File: src/hw/rtl/frame_bitmap_allocator_defines.svh
// Assertion macros used by the frame bitmap allocator top level.
// Expects aclk and aresetn to be visible where the macros are used.
`ifndef FRAME_BITMAP_ALLOCATOR_DEFINES_SVH
`define FRAME_BITMAP_ALLOCATOR_DEFINES_SVH

// The consequent must hold in the same cycle as the antecedent.
`define FBA_ASSERT_IMP(label, ante, cons) \
    label: assert property (@(posedge aclk) disable iff (!aresetn) (ante) |-> (cons)) \
        else $error("frame_bitmap_allocator: same-cycle check failed");

// The consequent must hold in the cycle after the antecedent.
`define FBA_ASSERT_NEXT(label, ante, cons) \
    label: assert property (@(posedge aclk) disable iff (!aresetn) (ante) |=> (cons)) \
        else $error("frame_bitmap_allocator: next-cycle check failed");

`endif

File: src/hw/rtl/fba_pkg.sv
// Shared constants, types and helper functions for the frame bitmap allocator.
// No dependencies; imported by the controller, datapath, top level and testbench.
`timescale 1ns / 1ps

package fba_pkg;

    // Bitmap geometry.
    localparam int NUM_FRAMES = 4096;
    localparam int WORD_BITS  = 32;
    localparam int WORD_COUNT = (NUM_FRAMES + WORD_BITS - 1) / WORD_BITS;
    localparam int WORD_IDX_W = (WORD_COUNT > 1) ? $clog2(WORD_COUNT) : 1;
    localparam int BIT_IDX_W  = $clog2(WORD_BITS);
    localparam int FRAME_W    = 12;
    localparam int LAST_BITS  = NUM_FRAMES - (WORD_COUNT - 1) * WORD_BITS;

    typedef logic [WORD_BITS-1:0]  word_t;
    typedef logic [WORD_IDX_W-1:0] word_idx_t;
    typedef logic [BIT_IDX_W-1:0]  bit_idx_t;
    typedef logic [FRAME_W-1:0]    frame_t;

    localparam word_idx_t LAST_WORD = WORD_IDX_W'(WORD_COUNT - 1);

    // Result status codes as seen on the output channel.
    typedef logic [1:0] status_t;
    localparam status_t STATUS_DONE    = 2'd0;
    localparam status_t STATUS_NOTHING = 2'd1;
    localparam status_t STATUS_NO_MEM  = 2'd2;

    // Internal result classes chosen by the controller.
    typedef logic [1:0] res_code_t;
    localparam res_code_t RES_ALLOC_OK = 2'd0;
    localparam res_code_t RES_NOTHING  = 2'd1;
    localparam res_code_t RES_NO_MEM   = 2'd2;
    localparam res_code_t RES_FREE_OK  = 2'd3;

    // Commands from the controller to the datapath.
    typedef struct packed {
        logic      load_req;
        logic      scan_start;
        logic      scan_step;
        logic      free_read;
        logic      wr_alloc;
        logic      wr_free;
        logic      res_load;
        res_code_t res_code;
        logic      out_load;
    } dp_cmd_t;

    // Status from the datapath to the controller.
    typedef struct packed {
        logic kind_free;
        logic frame_zero;
        logic frame_in_range;
        logic found;
        logic scan_last_full;
        logic out_free;
    } dp_status_t;

    // Bits of the last word that lie beyond the last frame count as used.
    function automatic word_t last_pad_mask();
        word_t m;
        m = '0;
        for (int i = 0; i < WORD_BITS; i++) begin
            if (i >= LAST_BITS) begin
                m[i] = 1'b1;
            end
        end
        return m;
    endfunction

    localparam word_t LAST_PAD = last_pad_mask();

    // Priority encoder: index of the lowest clear bit.
    function automatic bit_idx_t lowest_zero(word_t w);
        bit_idx_t idx;
        idx = '0;
        for (int i = WORD_BITS - 1; i >= 0; i--) begin
            if (!w[i]) begin
                idx = BIT_IDX_W'(i);
            end
        end
        return idx;
    endfunction

    // One-hot decode of a bit index.
    function automatic word_t bit_onehot(bit_idx_t idx);
        return word_t'(1) << idx;
    endfunction

endpackage

File: src/hw/rtl/fba_ctrl.sv
// Controller state machine of the frame bitmap allocator.
// Depends on fba_pkg; drives the datapath through dp_cmd_t.
`timescale 1ns / 1ps

module fba_ctrl
    import fba_pkg::*;
(
    input  logic       aclk,
    input  logic       aresetn,
    input  logic       s_valid,
    output logic       s_ready,
    input  dp_status_t status,
    output dp_cmd_t    cmd
);

    localparam logic [2:0] S_IDLE    = 3'd0;
    localparam logic [2:0] S_DECODE  = 3'd1;
    localparam logic [2:0] S_SCAN    = 3'd2;
    localparam logic [2:0] S_FREE_RD = 3'd3;
    localparam logic [2:0] S_FREE_WR = 3'd4;
    localparam logic [2:0] S_RESP    = 3'd5;

    logic [2:0] state_reg;
    logic [2:0] state_next;

    always_ff @(posedge aclk) begin
        if (!aresetn) begin
            state_reg <= S_IDLE;
        end else begin
            state_reg <= state_next;
        end
    end

    assign s_ready = (state_reg == S_IDLE);

    // Next state and datapath commands.
    always_comb begin
        cmd        = '0;
        state_next = state_reg;
        unique case (state_reg)
            S_IDLE: begin
                cmd.load_req = s_valid;
                if (s_valid) begin
                    state_next = S_DECODE;
                end
            end
            S_DECODE: begin
                priority if (!status.kind_free && !status.frame_zero) begin
                    cmd.res_load = 1'b1;
                    cmd.res_code = RES_NOTHING;
                    state_next   = S_RESP;
                end else if (!status.kind_free) begin
                    cmd.scan_start = 1'b1;
                    state_next     = S_SCAN;
                end else if (status.frame_zero) begin
                    cmd.res_load = 1'b1;
                    cmd.res_code = RES_NOTHING;
                    state_next   = S_RESP;
                end else if (!status.frame_in_range) begin
                    cmd.res_load = 1'b1;
                    cmd.res_code = RES_FREE_OK;
                    state_next   = S_RESP;
                end else begin
                    state_next = S_FREE_RD;
                end
            end
            S_SCAN: begin
                cmd.scan_step = 1'b1;
                priority if (status.found) begin
                    cmd.wr_alloc = 1'b1;
                    cmd.res_load = 1'b1;
                    cmd.res_code = RES_ALLOC_OK;
                    state_next   = S_RESP;
                end else if (status.scan_last_full) begin
                    cmd.res_load = 1'b1;
                    cmd.res_code = RES_NO_MEM;
                    state_next   = S_RESP;
                end else begin
                    state_next = S_SCAN;
                end
            end
            S_FREE_RD: begin
                cmd.free_read = 1'b1;
                state_next    = S_FREE_WR;
            end
            S_FREE_WR: begin
                cmd.wr_free  = 1'b1;
                cmd.res_load = 1'b1;
                cmd.res_code = RES_FREE_OK;
                state_next   = S_RESP;
            end
            S_RESP: begin
                if (status.out_free) begin
                    cmd.out_load = 1'b1;
                    state_next   = S_IDLE;
                end
            end
            default: begin
                state_next = S_IDLE;
            end
        endcase
    end

endmodule

File: config.mk
export PLATFORM = sky130hd
export DESIGN_NAME = fba_ctrl
export DESIGN_NICKNAME = d
export VERILOG_FILES = /design/src/hw/rtl/frame_bitmap_allocator_defines.svh /design/src/hw/rtl/fba_pkg.sv /design/src/hw/rtl/fba_ctrl.sv
export SDC_FILE = /design/constraint.sdc
export NUM_CORES = 1
export LEC_CHECK = 0
export BUFFER_PORTS_ARGS = -buffer_cell sky130_fd_sc_hd__buf_2
export CORE_AREA = 3 3 40 42
export CTS_BUF_LIST = sky130_fd_sc_hd__clkbuf_8
export DETAILED_ROUTE_END_ITERATION = 6
export DIE_AREA = 0 0 43 45
export PLACE_DENSITY = 0.55
export SYNTH_ARGS = -nofsm -noshare
export SYNTH_HDL_FRONTEND = slang
export SYNTH_SLANG_ARGS = --single-unit
export TNS_END_PERCENT = 1
File: constraint.sdc
create_clock -name aclk -period 2 [get_ports aclk]
set_input_delay 0.4 -clock aclk [delete_from_list [all_inputs] [get_ports aclk]]
set_output_delay 0.4 -clock aclk [all_outputs]
set_load 0.03 [all_outputs]
==> impl_metrics.prom, run 1 <==
# TYPE chip_impl_metric gauge
chip_impl_info{name="result_of_the_run",value="complete, no violations"} 1
chip_impl_metric{name="clock-skew-final",unit="ns"} 0.00162
chip_impl_metric{name="path_clk_slew",unit="ns"} 0.03
chip_impl_metric{name="grt_usage",unit="%"} 9.57
chip_impl_info{name="cts_tree",value="done"} 1
chip_impl_metric{name="worst-path-buf-inv",unit=""} 1
chip_impl_metric{name="grt_pass1_wl",unit="um"} 1390
chip_impl_info{name="critPathSlowestCell",value="dfxtp_1"} 1
chip_impl_metric{name="syn_inst_count",unit=""} 48
chip_impl_metric{name="fill_cells",unit=""} 153
chip_impl_metric{name="ctsLongestPathBuffers",unit=""} 2
chip_impl_metric{name="util_after_layout",unit="%"} 37.8
chip_impl_metric{name="timing_max_transition_violations_final",unit=""} 0
chip_impl_metric{name="ys_types",unit=""} 23
chip_impl_metric{name="finalWeightedCongestion",unit=""} 0.674
chip_impl_info{name="post-synth-top-area-cell",value="dfxtp_1"} 1
chip_impl_metric{name="number_of_flops_mapped_to_enable_cells_by_yosys",unit=""} 0
chip_impl_metric{name="initial_core_utilization",unit="%"} 24.7
chip_impl_metric{name="detailed_place_hpwl",unit="um"} 673
chip_impl_metric{name="tritoncts.num_buffers",unit=""} 3
chip_impl_metric{name="largest_reg_flops",unit=""} 3
chip_impl_metric{name="critical_path_cell_count",unit=""} 4
chip_impl_metric{name="placed_cells",unit=""} 82
chip_impl_metric{name="n_antenna_cell",unit=""} 0
chip_impl_metric{name="areaGrowthSynthToFinish",unit="%"} 52.8
chip_impl_metric{name="final-setup-viol-count",unit=""} 0
chip_impl_metric{name="cts_hold_buf",unit=""} 0
chip_impl_metric{name="synth_warn",unit=""} 0
chip_impl_metric{name="ff2ff_setup_slack",unit="ns"} 0.51
chip_impl_metric{name="drcViolationCount",unit=""} 0
chip_impl_metric{name="maxClockFrequency",unit="MHz"} 545
chip_impl_metric{name="cp_data_arrival_time",unit="ns"} 1.43
chip_impl_metric{name="dr_total_vias",unit=""} 391
chip_impl_metric{name="placeableCoreArea",unit="sq um"} 1280
chip_impl_metric{name="yosysSeqAreaShare",unit="%"} 18.9
chip_impl_metric{name="drt-pass1-iter-count",unit=""} 1
chip_impl_metric{name="port_bufs",unit=""} 19
chip_impl_metric{name="floorplan.die.height",unit="um"} 45
chip_impl_metric{name="ir_worst_vdd",unit="mV"} 0.418
chip_impl_info{name="crit_path_cell_trace",value="nand2b_1 > or2_1 > o21ai_1 > buf_2"} 1
chip_impl_metric{name="critical_path.max_fanout",unit=""} 9
chip_impl_metric{name="instances_no_fill",unit=""} 86
chip_impl_metric{name="wire_per_inst",unit="um"} 9.62
chip_impl_info{name="clk_root_buffer_cell",value="clkbuf_8"} 1
chip_impl_metric{name="worst_skew_pair.late_latency",unit="ns"} 0.21
chip_impl_metric{name="hold-worst-slack",unit="ns"} 0.429
chip_impl_metric{name="critPathRequiredTime",unit="ns"} 1.60
chip_impl_metric{name="power-per-cell-area",unit="nW/um^2"} 842
chip_impl_metric{name="first_iter_violations",unit=""} 0
chip_impl_info{name="r2r-end",value="state_reg[2]$_SDFFE_PN0P_"} 1
chip_impl_metric{name="first_global_vias",unit=""} 329
chip_impl_info{name="min-delay-path-class",value="input port to register"} 1
chip_impl_info{name="critical_path_class",value="register to primary output"} 1
chip_impl_metric{name="tightestPinTransition",unit="ns"} 0.305
chip_impl_info{name="worstSetupEndpointType",value="primary output"} 1
chip_impl_info{name="start_kind",value="register"} 1
chip_impl_metric{name="hold_violation_total_from_the_final_report",unit=""} 0
chip_impl_info{name="largest_delay_contributor_family_on_the_critical_path",value="flip-flops"} 1
chip_impl_metric{name="crit_path_max_incr_delay",unit="ns"} 0.46
chip_impl_metric{name="post-route-min-period",unit="ns"} 1.83
chip_impl_metric{name="gr-total-overflow",unit=""} 0
chip_impl_info{name="worstSetupStartpoint",value="state_reg[0]$_SDFFE_PN0P_"} 1
chip_impl_info{name="timing.critical_path.to",value="cmd[3]"} 1
chip_impl_metric{name="dieWidth",unit="um"} 43
chip_impl_metric{name="syn-cell-area",unit="sq um"} 318
chip_impl_metric{name="ctsHtreeMaxLevel",unit=""} 1
chip_impl_metric{name="design.die.area",unit="sq um"} 1940
chip_impl_metric{name="wirelength",unit="um"} 827
chip_impl_metric{name="syn_area_per_cell",unit="sq um"} 6.62
chip_impl_metric{name="setup_total_negative_slack",unit="ns"} 0
chip_impl_metric{name="post-layout-total-power",unit="mW"} 0.409
chip_impl_metric{name="ys_seq_elements",unit=""} 3
chip_impl_metric{name="grt_start_max_net_pins",unit=""} 13
chip_impl_metric{name="synth.top_cell.area_share",unit="%"} 18.9
chip_impl_metric{name="grt_antenna_before_repair",unit=""} 0
chip_impl_metric{name="post-route-period-util",unit="%"} 91.7
chip_impl_metric{name="r2r_cells",unit=""} 4
chip_impl_info{name="rsz0062_at_grt",value="no"} 1
chip_impl_metric{name="drive_above_1_share",unit="%"} 35.2
chip_impl_metric{name="clock_sink_count",unit=""} 3
chip_impl_metric{name="rows",unit=""} 13
chip_impl_metric{name="max-cap-violations",unit=""} 0
chip_impl_info{name="crit-reg2reg-launch",value="state_reg[0]$_SDFFE_PN0P_"} 1
chip_impl_metric{name="vias_per_cell",unit=""} 4.55
chip_impl_metric{name="async_flop_share",unit="%"} 0
chip_impl_info{name="synthTopCellsByArea",value="dfxtp_1 (19%), nor2b_1 (9.8%), nand2b_1 (7.9%)"} 1
chip_impl_metric{name="top_level_ports",unit=""} 20
chip_impl_metric{name="total_leakage_power",unit="nW"} 0.237
chip_impl_metric{name="maxSlewHeadroom",unit="%"} 79.7
chip_impl_metric{name="postSynthNetCount",unit=""} 57
chip_impl_info{name="dominantRegCellSynth",value="dfxtp_1"} 1
chip_impl_metric{name="antenna_violating_nets_post_route",unit=""} 0
chip_impl_metric{name="final_nets",unit=""} 81
per-layer routing:
metal	part of all wire [%]	GRT usage [%]	routed length, um
met5	0	0	0
met4	0	5.42	0
met3	5.6	2.79	46
met2	46	13.8	382
met1	48	12.7	399
synthesized netlist by cell type (all sizes together) (2+ instances only):
library cell  n
nor2          5
nor2b         5
a21oi         4
nand2b        4
and2          3
dfxtp         3
nor3          3
o21ai         3
a221oi        2
inv           2
nand2         2
o22ai         2
power breakdown:
group,switching (mW),internal (mW)
clock,0.0370,0.130
sequential,0.00980,0.0669
combinational,0.104,0.0606
total,0.151,0.258
timing repair:
item,4_1_cts,5_1_grt
gates resized for setup,0,1
setup buffers,0,0
endpoints found under the setup margin,0,1
worst min-delay path by stage:
| stage | end | slack (ns) | from | cells after the start |
|---|---|---|---|---|
| global placement | state_reg[0]$_SDFFE_PN0P_ | 0.64 | state_reg[1]$_SDFFE_PN0P_ | 2 |
| CTS | state_reg[0]$_SDFFE_PN0P_ | 0.43 | s_valid | 3 |
| finish | state_reg[0]$_SDFFE_PN0P_ | 0.43 | s_valid | 3 |
| global route | state_reg[0]$_SDFFE_PN0P_ | 0.45 | s_valid | 3 |
| floorplan | state_reg[0]$_SDFFE_PN0P_ | 0.52 | aresetn | 2 |
| detailed placement | state_reg[0]$_SDFFE_PN0P_ | 0.64 | state_reg[1]$_SDFFE_PN0P_ | 2 |
layout make-up:
cell class	instances	area, sq um	area share (%)
Tap cell	15	18.8	3.87
Clock buffer	3	41.3	8.51
Inverter	2	7.51	1.55
Sequential cell	3	60.1	12.4
Timing Repair Buffer	21	110	22.7
Clock inverter	1	3.75	0.773
Multi-Input combinational cell	41	244	50.3
cell families after synthesis:
group / share of synthesized area, %
compound gates: 28.0
simple gates: 48.0
flops: 18.9
buf+inv: 5.12
placed cells by master (no fill, tap or decap):
cell and n:
o21ai_0 1, o22ai_1 2, nor3b_1 1, o41ai_1 1
or2_1 1, nor3_1 3, nand2_1 2, nor2_1 5
and2_1 3, o21ai_1 2, nand3b_1 1, nor2b_2 1
inv_1 3, nor2b_1 4, dfxtp_1 3, buf_2 19
a21oi_1 4, buf_4 2, clkbuf_8 3, or3_1 1
a21o_1 1, nand2b_1 4, a221oi_1 2, and3b_1 1
a21boi_1 1
stage by stage:
step | setup slack [ns] | area [sq um]
2_1_floorplan | -0.00568 | 318
3_3_place_gp | 0.239 | 438
3_5_place_dp | 0.221 | 438
4_1_cts | 0.109 | 483
5_1_grt | 0.0196 | 485
6_report | 0.166 | 485
worst reg2reg max path: stages (launching register included):
cell and delay, ns:
dfxtp_1 0.37, buf_4 0.19, or3_1 0.37, a221oi_1 0.35, nor2b_1 0.08
Power figures use the tool's default switching activity.
==> run 2: changes to the inputs <==
==> constraint.sdc (replaced) <==
create_clock -name aclk -period 2 [get_ports aclk]
set_input_delay 0.3 -clock aclk [delete_from_list [all_inputs] [get_ports aclk]]
set_output_delay 0.3 -clock aclk [all_outputs]
set_load 0.03 [all_outputs]
==> run 2 against run 1 <==
Net effect: critical endpoint is now cmd[2]; critical path depth unchanged; routed wire length increased by 6.3%; combinational power decreased by 4%; sequential share of layout area increased by 0.26 points; largest cell class unchanged; clock skew about the same; via count increased by 5.1%; power decreased by 0.34%; register-to-register slack improved by 0.10 ns; first-iteration DRC count increased by 7.
==> impl_metrics.prom, run 2 (synthesized netlist as in run 1, its figures left out) <==
# TYPE chip_impl_metric gauge
chip_impl_metric{name="grt_usage",unit="%"} 9.98
chip_impl_metric{name="vias_per_cell",unit=""} 4.84
chip_impl_metric{name="timing.hold.worst_path_depth",unit=""} 3
chip_impl_info{name="globalRoute.busiestLayer",value="met2"} 1
chip_impl_metric{name="first_iter_violations",unit=""} 7
chip_impl_metric{name="tightestPinTransition",unit="ns"} 0.426
chip_impl_info{name="mostFrequentLayoutCells",value="buf_2 (19), nor2_1 (5), nor2b_1 (5), nand2b_1 (4), a21oi_1 (4)"} 1
chip_impl_info{name="min_from",value="aresetn"} 1
chip_impl_metric{name="dr_total_vias",unit=""} 411
chip_impl_metric{name="floorplan.die.height",unit="um"} 45
chip_impl_metric{name="cts.repair.resized",unit=""} 0
chip_impl_metric{name="post-route-period-util",unit="%"} 90.2
chip_impl_info{name="critical_path_class",value="register to primary output"} 1
chip_impl_metric{name="largest_reg_flops",unit=""} 3
chip_impl_metric{name="hold_violation_total_from_the_final_report",unit=""} 0
chip_impl_metric{name="maxClockFrequency",unit="MHz"} 555
chip_impl_metric{name="rows",unit=""} 13
chip_impl_info{name="r2r-end",value="state_reg[2]$_SDFFE_PN0P_"} 1
chip_impl_metric{name="post-layout-total-power",unit="mW"} 0.407
chip_impl_metric{name="maxSlewHeadroom",unit="%"} 71.6
chip_impl_metric{name="gr-total-overflow",unit=""} 0
chip_impl_metric{name="ctsHtreeMaxLevel",unit=""} 1
chip_impl_metric{name="grt.met3_usage",unit="%"} 1.59
chip_impl_metric{name="grt_antenna_before_repair",unit=""} 0
chip_impl_metric{name="top_level_ports",unit=""} 20
chip_impl_metric{name="clock_sink_count",unit=""} 3
chip_impl_info{name="worstSetupEndpointType",value="primary output"} 1
chip_impl_info{name="result_of_the_run",value="complete, no violations"} 1
chip_impl_info{name="crit-reg2reg-launch",value="state_reg[0]$_SDFFE_PN0P_"} 1
chip_impl_metric{name="power-per-cell-area",unit="nW/um^2"} 857
chip_impl_metric{name="drive_above_1_share",unit="%"} 32.9
chip_impl_metric{name="areaGrowthSynthToFinish",unit="%"} 49.6
chip_impl_metric{name="detailed_place_hpwl",unit="um"} 670
chip_impl_metric{name="final-setup-viol-count",unit=""} 0
chip_impl_metric{name="path_clk_slew",unit="ns"} 0.03
chip_impl_metric{name="postCtsSetupRepairBufs",unit=""} 0
chip_impl_metric{name="worst_skew_pair.late_latency",unit="ns"} 0.21
chip_impl_metric{name="max-cap-violations",unit=""} 0
chip_impl_metric{name="antenna_violating_nets_post_route",unit=""} 0
chip_impl_metric{name="total_leakage_power",unit="nW"} 0.232
chip_impl_metric{name="dieWidth",unit="um"} 43
chip_impl_metric{name="timing_max_transition_violations_final",unit=""} 0
chip_impl_metric{name="ir_worst_vdd",unit="mV"} 0.462
chip_impl_metric{name="design.die.area",unit="sq um"} 1940
chip_impl_metric{name="finalWeightedCongestion",unit=""} 0.732
chip_impl_info{name="start_kind",value="register"} 1
chip_impl_metric{name="placeableCoreArea",unit="sq um"} 1280
chip_impl_metric{name="cts_hold_buf",unit=""} 0
chip_impl_info{name="cts_tree",value="done"} 1
chip_impl_metric{name="post-route-min-period",unit="ns"} 1.80
chip_impl_metric{name="critPathRequiredTime",unit="ns"} 1.70
chip_impl_metric{name="setup_total_negative_slack",unit="ns"} 0
chip_impl_metric{name="groute.layer.met1.usage",unit="%"} 13.4
chip_impl_metric{name="ctsLongestPathBuffers",unit=""} 2
chip_impl_metric{name="wire_per_inst",unit="um"} 10.3
chip_impl_metric{name="util_after_layout",unit="%"} 37.0
chip_impl_info{name="rsz0062_at_grt",value="no"} 1
chip_impl_metric{name="grt_start_max_net_pins",unit=""} 16
chip_impl_info{name="clk_root_buffer_cell",value="clkbuf_8"} 1
chip_impl_info{name="min-delay-path-class",value="input port to register"} 1
chip_impl_metric{name="first_global_vias",unit=""} 348
chip_impl_metric{name="n_antenna_cell",unit=""} 0
chip_impl_metric{name="drt-pass1-iter-count",unit=""} 4
chip_impl_info{name="hold_end",value="state_reg[0]$_SDFFE_PN0P_"} 1
chip_impl_metric{name="grt_pass1_wl",unit="um"} 1480
chip_impl_metric{name="initial_core_utilization",unit="%"} 24.7
chip_impl_metric{name="r2r_cells",unit=""} 4
chip_impl_metric{name="tritoncts.num_buffers",unit=""} 3
chip_impl_metric{name="cp_data_arrival_time",unit="ns"} 1.50
chip_impl_metric{name="gr_met2_demand_resource",unit="%"} 14.4
chip_impl_metric{name="ff2ff_setup_slack",unit="ns"} 0.61
chip_impl_info{name="most_common_cell_after_layout_fill_and_taps_aside",value="buf_2"} 1
chip_impl_metric{name="port_bufs",unit=""} 19
chip_impl_metric{name="wirelength",unit="um"} 879
chip_impl_metric{name="final_nets",unit=""} 80
chip_impl_metric{name="critical_path.max_fanout",unit=""} 14
chip_impl_metric{name="drcViolationCount",unit=""} 0
chip_impl_metric{name="clock-skew-final",unit="ns"} 0.00184
==> run 2: critical path: stages, from the launching register on <==
cell	delay, ns
dfxtp_1	0.57
nand2b_1	0.19
a21boi_1	0.17
o22ai_1	0.14
buf_2	0.21
==> run 2: power by group <==
part / total (mW) / internal, mW / switching [mW]
Combinational: 0.159 / 0.0573 / 0.102
Sequential: 0.0792 / 0.0668 / 0.0124
Clock: 0.169 / 0.131 / 0.0388
Total: 0.407 / 0.255 / 0.153
==> run 2: how the worst max path moves through the flow <==
stage,from,end,slack (ns),cells past startpoint
2_1_floorplan,state_reg[2]$_SDFFE_PN0P_,cmd[9],0.09,3
3_3_place_gp,state_reg[2]$_SDFFE_PN0P_,cmd[2],0.42,4
3_5_place_dp,status[5],cmd[1],0.43,6
4_1_cts,state_reg[2]$_SDFFE_PN0P_,cmd[2],0.20,4
5_1_grt,state_reg[2]$_SDFFE_PN0P_,cmd[2],0.08,4
6_report,state_reg[2]$_SDFFE_PN0P_,cmd[2],0.20,4
==> run 2: cell type report <==
| class | instances | area, sq um |
|---|---|---|
| Inverter | 2 | 7.51 |
| Sequential cell | 3 | 60.1 |
| Multi-Input combinational cell | 41 | 241 |
| Fill cell | 146 | 810 |
| Timing Repair Buffer | 20 | 103 |
| Tap cell | 15 | 18.8 |
| Clock inverter | 1 | 3.75 |
| Clock buffer | 3 | 41.3 |
==> run 2: routing by layer <==
| metal | wire length, um | vias up |
|---|---|---|
| met3 | 63 | 0 |
| li1 | - | 218 |
| met5 | 0 | - |
| met1 | 421 | 179 |
| met2 | 394 | 14 |
| met4 | 0 | 0 |
==> run 2: through the flow <==
stage / setup slack (ns) / cells / area, sq um / hold slack [ns]
after floorplan: 0.0943 / 48 / 318 / 0.420
after global placement: 0.420 / 81 / 430 / 0.550
after detailed placement: 0.431 / 81 / 430 / 0.552
after CTS: 0.205 / 85 / 475 / 0.331
after global routing: 0.0819 / 85 / 475 / 0.341
final: 0.197 / 85 / 475 / 0.334
==> run 3: changes to the inputs <==
CELL_PAD_IN_SITES_DETAIL_PLACEMENT = 1   (was not set)
CELL_PAD_IN_SITES_GLOBAL_PLACEMENT = 1   (was not set)
CTS_CLUSTER_SIZE = 25   (was not set)
PLACE_DENSITY = 0.75   (was 0.55)
==> run 3 against run 2 <==
Net effect: non-clock buffer count unchanged; clock power about the same; hold slack about the same; sequential share of layout area unchanged; sequential power decreased by 1%; power about the same.
==> impl_metrics.prom, run 3 (synthesized netlist as in run 1, its figures left out) <==
# TYPE chip_impl_metric gauge
chip_impl_info{name="result_of_the_run",value="complete, no violations"} 1
chip_impl_info{name="clk_root_buffer_cell",value="clkbuf_8"} 1
chip_impl_metric{name="ctsHtreeMaxLevel",unit=""} 1
chip_impl_metric{name="wire_per_inst",unit="um"} 11.2
chip_impl_info{name="hold_end",value="state_reg[0]$_SDFFE_PN0P_"} 1
chip_impl_metric{name="clock-skew-final",unit="ns"} 0.000645
chip_impl_metric{name="drcViolationCount",unit=""} 0
chip_impl_metric{name="util_after_layout",unit="%"} 37.0
chip_impl_info{name="mostFrequentLayoutCells",value="buf_2 (19), nor2_1 (5), nor2b_1 (5), nand2b_1 (4), a21oi_1 (4)"} 1
chip_impl_info{name="min-delay-path-class",value="input port to register"} 1
chip_impl_info{name="worstSetupEndpointType",value="primary output"} 1
chip_impl_metric{name="placed_cells",unit=""} 81
chip_impl_metric{name="tritoncts.num_buffers",unit=""} 3
chip_impl_metric{name="initial_core_utilization",unit="%"} 24.7
chip_impl_info{name="critical_path_class",value="register to primary output"} 1
chip_impl_metric{name="first_global_vias",unit=""} 430
chip_impl_metric{name="finalWeightedCongestion",unit=""} 0.724
chip_impl_metric{name="gr-total-overflow",unit=""} 0
chip_impl_metric{name="maxClockFrequency",unit="MHz"} 559
chip_impl_metric{name="clock_sink_count",unit=""} 3
chip_impl_metric{name="total_leakage_power",unit="nW"} 0.232
chip_impl_metric{name="rows",unit=""} 13
chip_impl_metric{name="setup_total_negative_slack",unit="ns"} 0
chip_impl_metric{name="path_clk_slew",unit="ns"} 0.03
chip_impl_metric{name="areaGrowthSynthToFinish",unit="%"} 49.6
chip_impl_metric{name="grt_start_max_net_pins",unit=""} 16
chip_impl_metric{name="p_sw_share",unit="%"} 37.6
chip_impl_metric{name="r2r_cells",unit=""} 4
chip_impl_info{name="crit-reg2reg-launch",value="state_reg[0]$_SDFFE_PN0P_"} 1
chip_impl_metric{name="maxSlewHeadroom",unit="%"} 73.6
chip_impl_metric{name="largest_reg_flops",unit=""} 3
chip_impl_metric{name="hold-worst-slack",unit="ns"} 0.334
chip_impl_metric{name="first_iter_violations",unit=""} 4
chip_impl_metric{name="vias_per_cell",unit=""} 4.93
chip_impl_metric{name="final.setup.worst_slack",unit="ns"} 0.212
chip_impl_metric{name="max-cap-violations",unit=""} 0
chip_impl_metric{name="dieWidth",unit="um"} 43
chip_impl_metric{name="seq_power_share",unit="%"} 19.2
chip_impl_info{name="crit_path_cell_trace",value="nand2b_1 > a21boi_1 > o22ai_1 > buf_2"} 1
chip_impl_metric{name="timing_max_transition_violations_final",unit=""} 0
chip_impl_metric{name="cts_hold_buf",unit=""} 0
chip_impl_metric{name="grt_pass1_wl",unit="um"} 1740
chip_impl_metric{name="port_bufs",unit=""} 19
chip_impl_metric{name="crit_path_max_incr_delay",unit="ns"} 0.55
chip_impl_metric{name="dr_total_vias",unit=""} 419
chip_impl_info{name="most_common_cell_after_layout_fill_and_taps_aside",value="buf_2"} 1
chip_impl_metric{name="fill_cells",unit=""} 175
chip_impl_metric{name="multi_input_comb_area",unit="sq um"} 241
chip_impl_info{name="min_from",value="aresetn"} 1
chip_impl_metric{name="top_level_ports",unit=""} 20
chip_impl_metric{name="clock_share_of_power",unit="%"} 41.4
chip_impl_metric{name="critical_path.max_fanout",unit=""} 14
chip_impl_metric{name="comb_power_share",unit="%"} 39.4
chip_impl_metric{name="critPathRequiredTime",unit="ns"} 1.70
chip_impl_metric{name="ff_latch_area",unit="sq um"} 60.1
chip_impl_metric{name="timing.hold.worst_path_depth",unit=""} 3
chip_impl_metric{name="n_antenna_cell",unit=""} 0
chip_impl_metric{name="hold_violation_total_from_the_final_report",unit=""} 0
chip_impl_metric{name="dpl_worst_slack",unit="ns"} 0.407
chip_impl_metric{name="antenna_violating_nets_post_route",unit=""} 0
chip_impl_info{name="rsz0062_at_grt",value="no"} 1
chip_impl_metric{name="grt_antenna_before_repair",unit=""} 0
chip_impl_metric{name="worst_skew_pair.late_latency",unit="ns"} 0.21
chip_impl_metric{name="ctsLongestPathBuffers",unit=""} 2
chip_impl_metric{name="cp_data_arrival_time",unit="ns"} 1.49
chip_impl_metric{name="tightestPinTransition",unit="ns"} 0.396
chip_impl_metric{name="grt_usage",unit="%"} 11.7
chip_impl_metric{name="wirelength",unit="um"} 951
chip_impl_metric{name="floorplan.die.height",unit="um"} 45
chip_impl_info{name="r2r-end",value="state_reg[2]$_SDFFE_PN0P_"} 1
chip_impl_metric{name="detailed_place_hpwl",unit="um"} 758
chip_impl_metric{name="cts.repair.resized",unit=""} 0
chip_impl_metric{name="final-setup-viol-count",unit=""} 0
chip_impl_metric{name="instances_no_fill",unit=""} 85
chip_impl_metric{name="design.die.area",unit="sq um"} 1940
chip_impl_metric{name="final_nets",unit=""} 80
chip_impl_metric{name="drt-pass1-iter-count",unit=""} 2
chip_impl_metric{name="postCtsSetupRepairBufs",unit=""} 0
chip_impl_metric{name="ff2ff_setup_slack",unit="ns"} 0.64
chip_impl_info{name="cts_tree",value="done"} 1
chip_impl_metric{name="intPower",unit="mW"} 0.255
chip_impl_metric{name="post-route-period-util",unit="%"} 89.4
chip_impl_metric{name="ir_worst_vdd",unit="mV"} 0.393
chip_impl_metric{name="post-route-min-period",unit="ns"} 1.79
chip_impl_metric{name="switchingPower",unit="mW"} 0.153
chip_impl_info{name="critPathSlowestCell",value="dfxtp_1"} 1
chip_impl_metric{name="drive_above_1_share",unit="%"} 32.9
chip_impl_metric{name="placeableCoreArea",unit="sq um"} 1280
chip_impl_metric{name="power-per-cell-area",unit="nW/um^2"} 858
chip_impl_info{name="start_kind",value="register"} 1
run 3: cell counts in the layout (fill, tap and decap cells not counted):
Identical to the previous run, type by type.
run 3: power groups by stage:
stage	logic [mW]	clock network (mW)	registers, mW
after floorplan	0.118	0	0.0745
after global placement	0.161	0	0.0796
after detailed placement	0.162	0	0.0795
after CTS	0.163	0.174	0.0787
after global routing	0.178	0.178	0.0813
final	0.161	0.169	0.0784
run 3: worst max-delay path by stage:
stage                  end  slack, ns                       from  depth (start not counted)
detailed placement  cmd[1]       0.41                  status[5]                          6
CTS                 cmd[3]       0.19  state_reg[1]$_SDFFE_PN0P_                          5
global placement    cmd[2]       0.42  state_reg[2]$_SDFFE_PN0P_                          4
global route        cmd[2]       0.05  state_reg[2]$_SDFFE_PN0P_                          4
finish              cmd[2]       0.21  state_reg[2]$_SDFFE_PN0P_                          4
floorplan           cmd[9]       0.09  state_reg[2]$_SDFFE_PN0P_                          3
run 3: final cells by class:
cell class | instances | area share, %
flip-flops and latches | 3 | 12.6
clock buffers | 3 | 8.68
well taps | 15 | 3.95
multi-input cells | 41 | 50.8
repair buffers | 20 | 21.6
inverters | 2 | 1.58
clock inverters | 1 | 0.789
run 3: layer usage:
layer | vias to the layer above | routed length (um) | GRT usage [%]
met5 | - | 0 | 0
met4 | 0 | 16 | 7.23
met3 | 2 | 64 | 1.20
met2 | 15 | 449 | 20.4
met1 | 188 | 421 | 13.9
li1 | 214 | - | -
run 3: metrics by stage:
stage	area, sq um	power, mW
final	475	0.408
after global routing	475	0.437
after CTS	475	0.415
after detailed placement	430	0.241
after global placement	430	0.241
after floorplan	318	0.193
run 3: worst max-delay path, delay by kind of cell (launching register included):
family,cells,cell delay [ns]
buffers and inverters,1,0.21
flip-flops,1,0.55
AO/OA/AOI/OAI,2,0.32
AND/OR/NAND/NOR,1,0.19
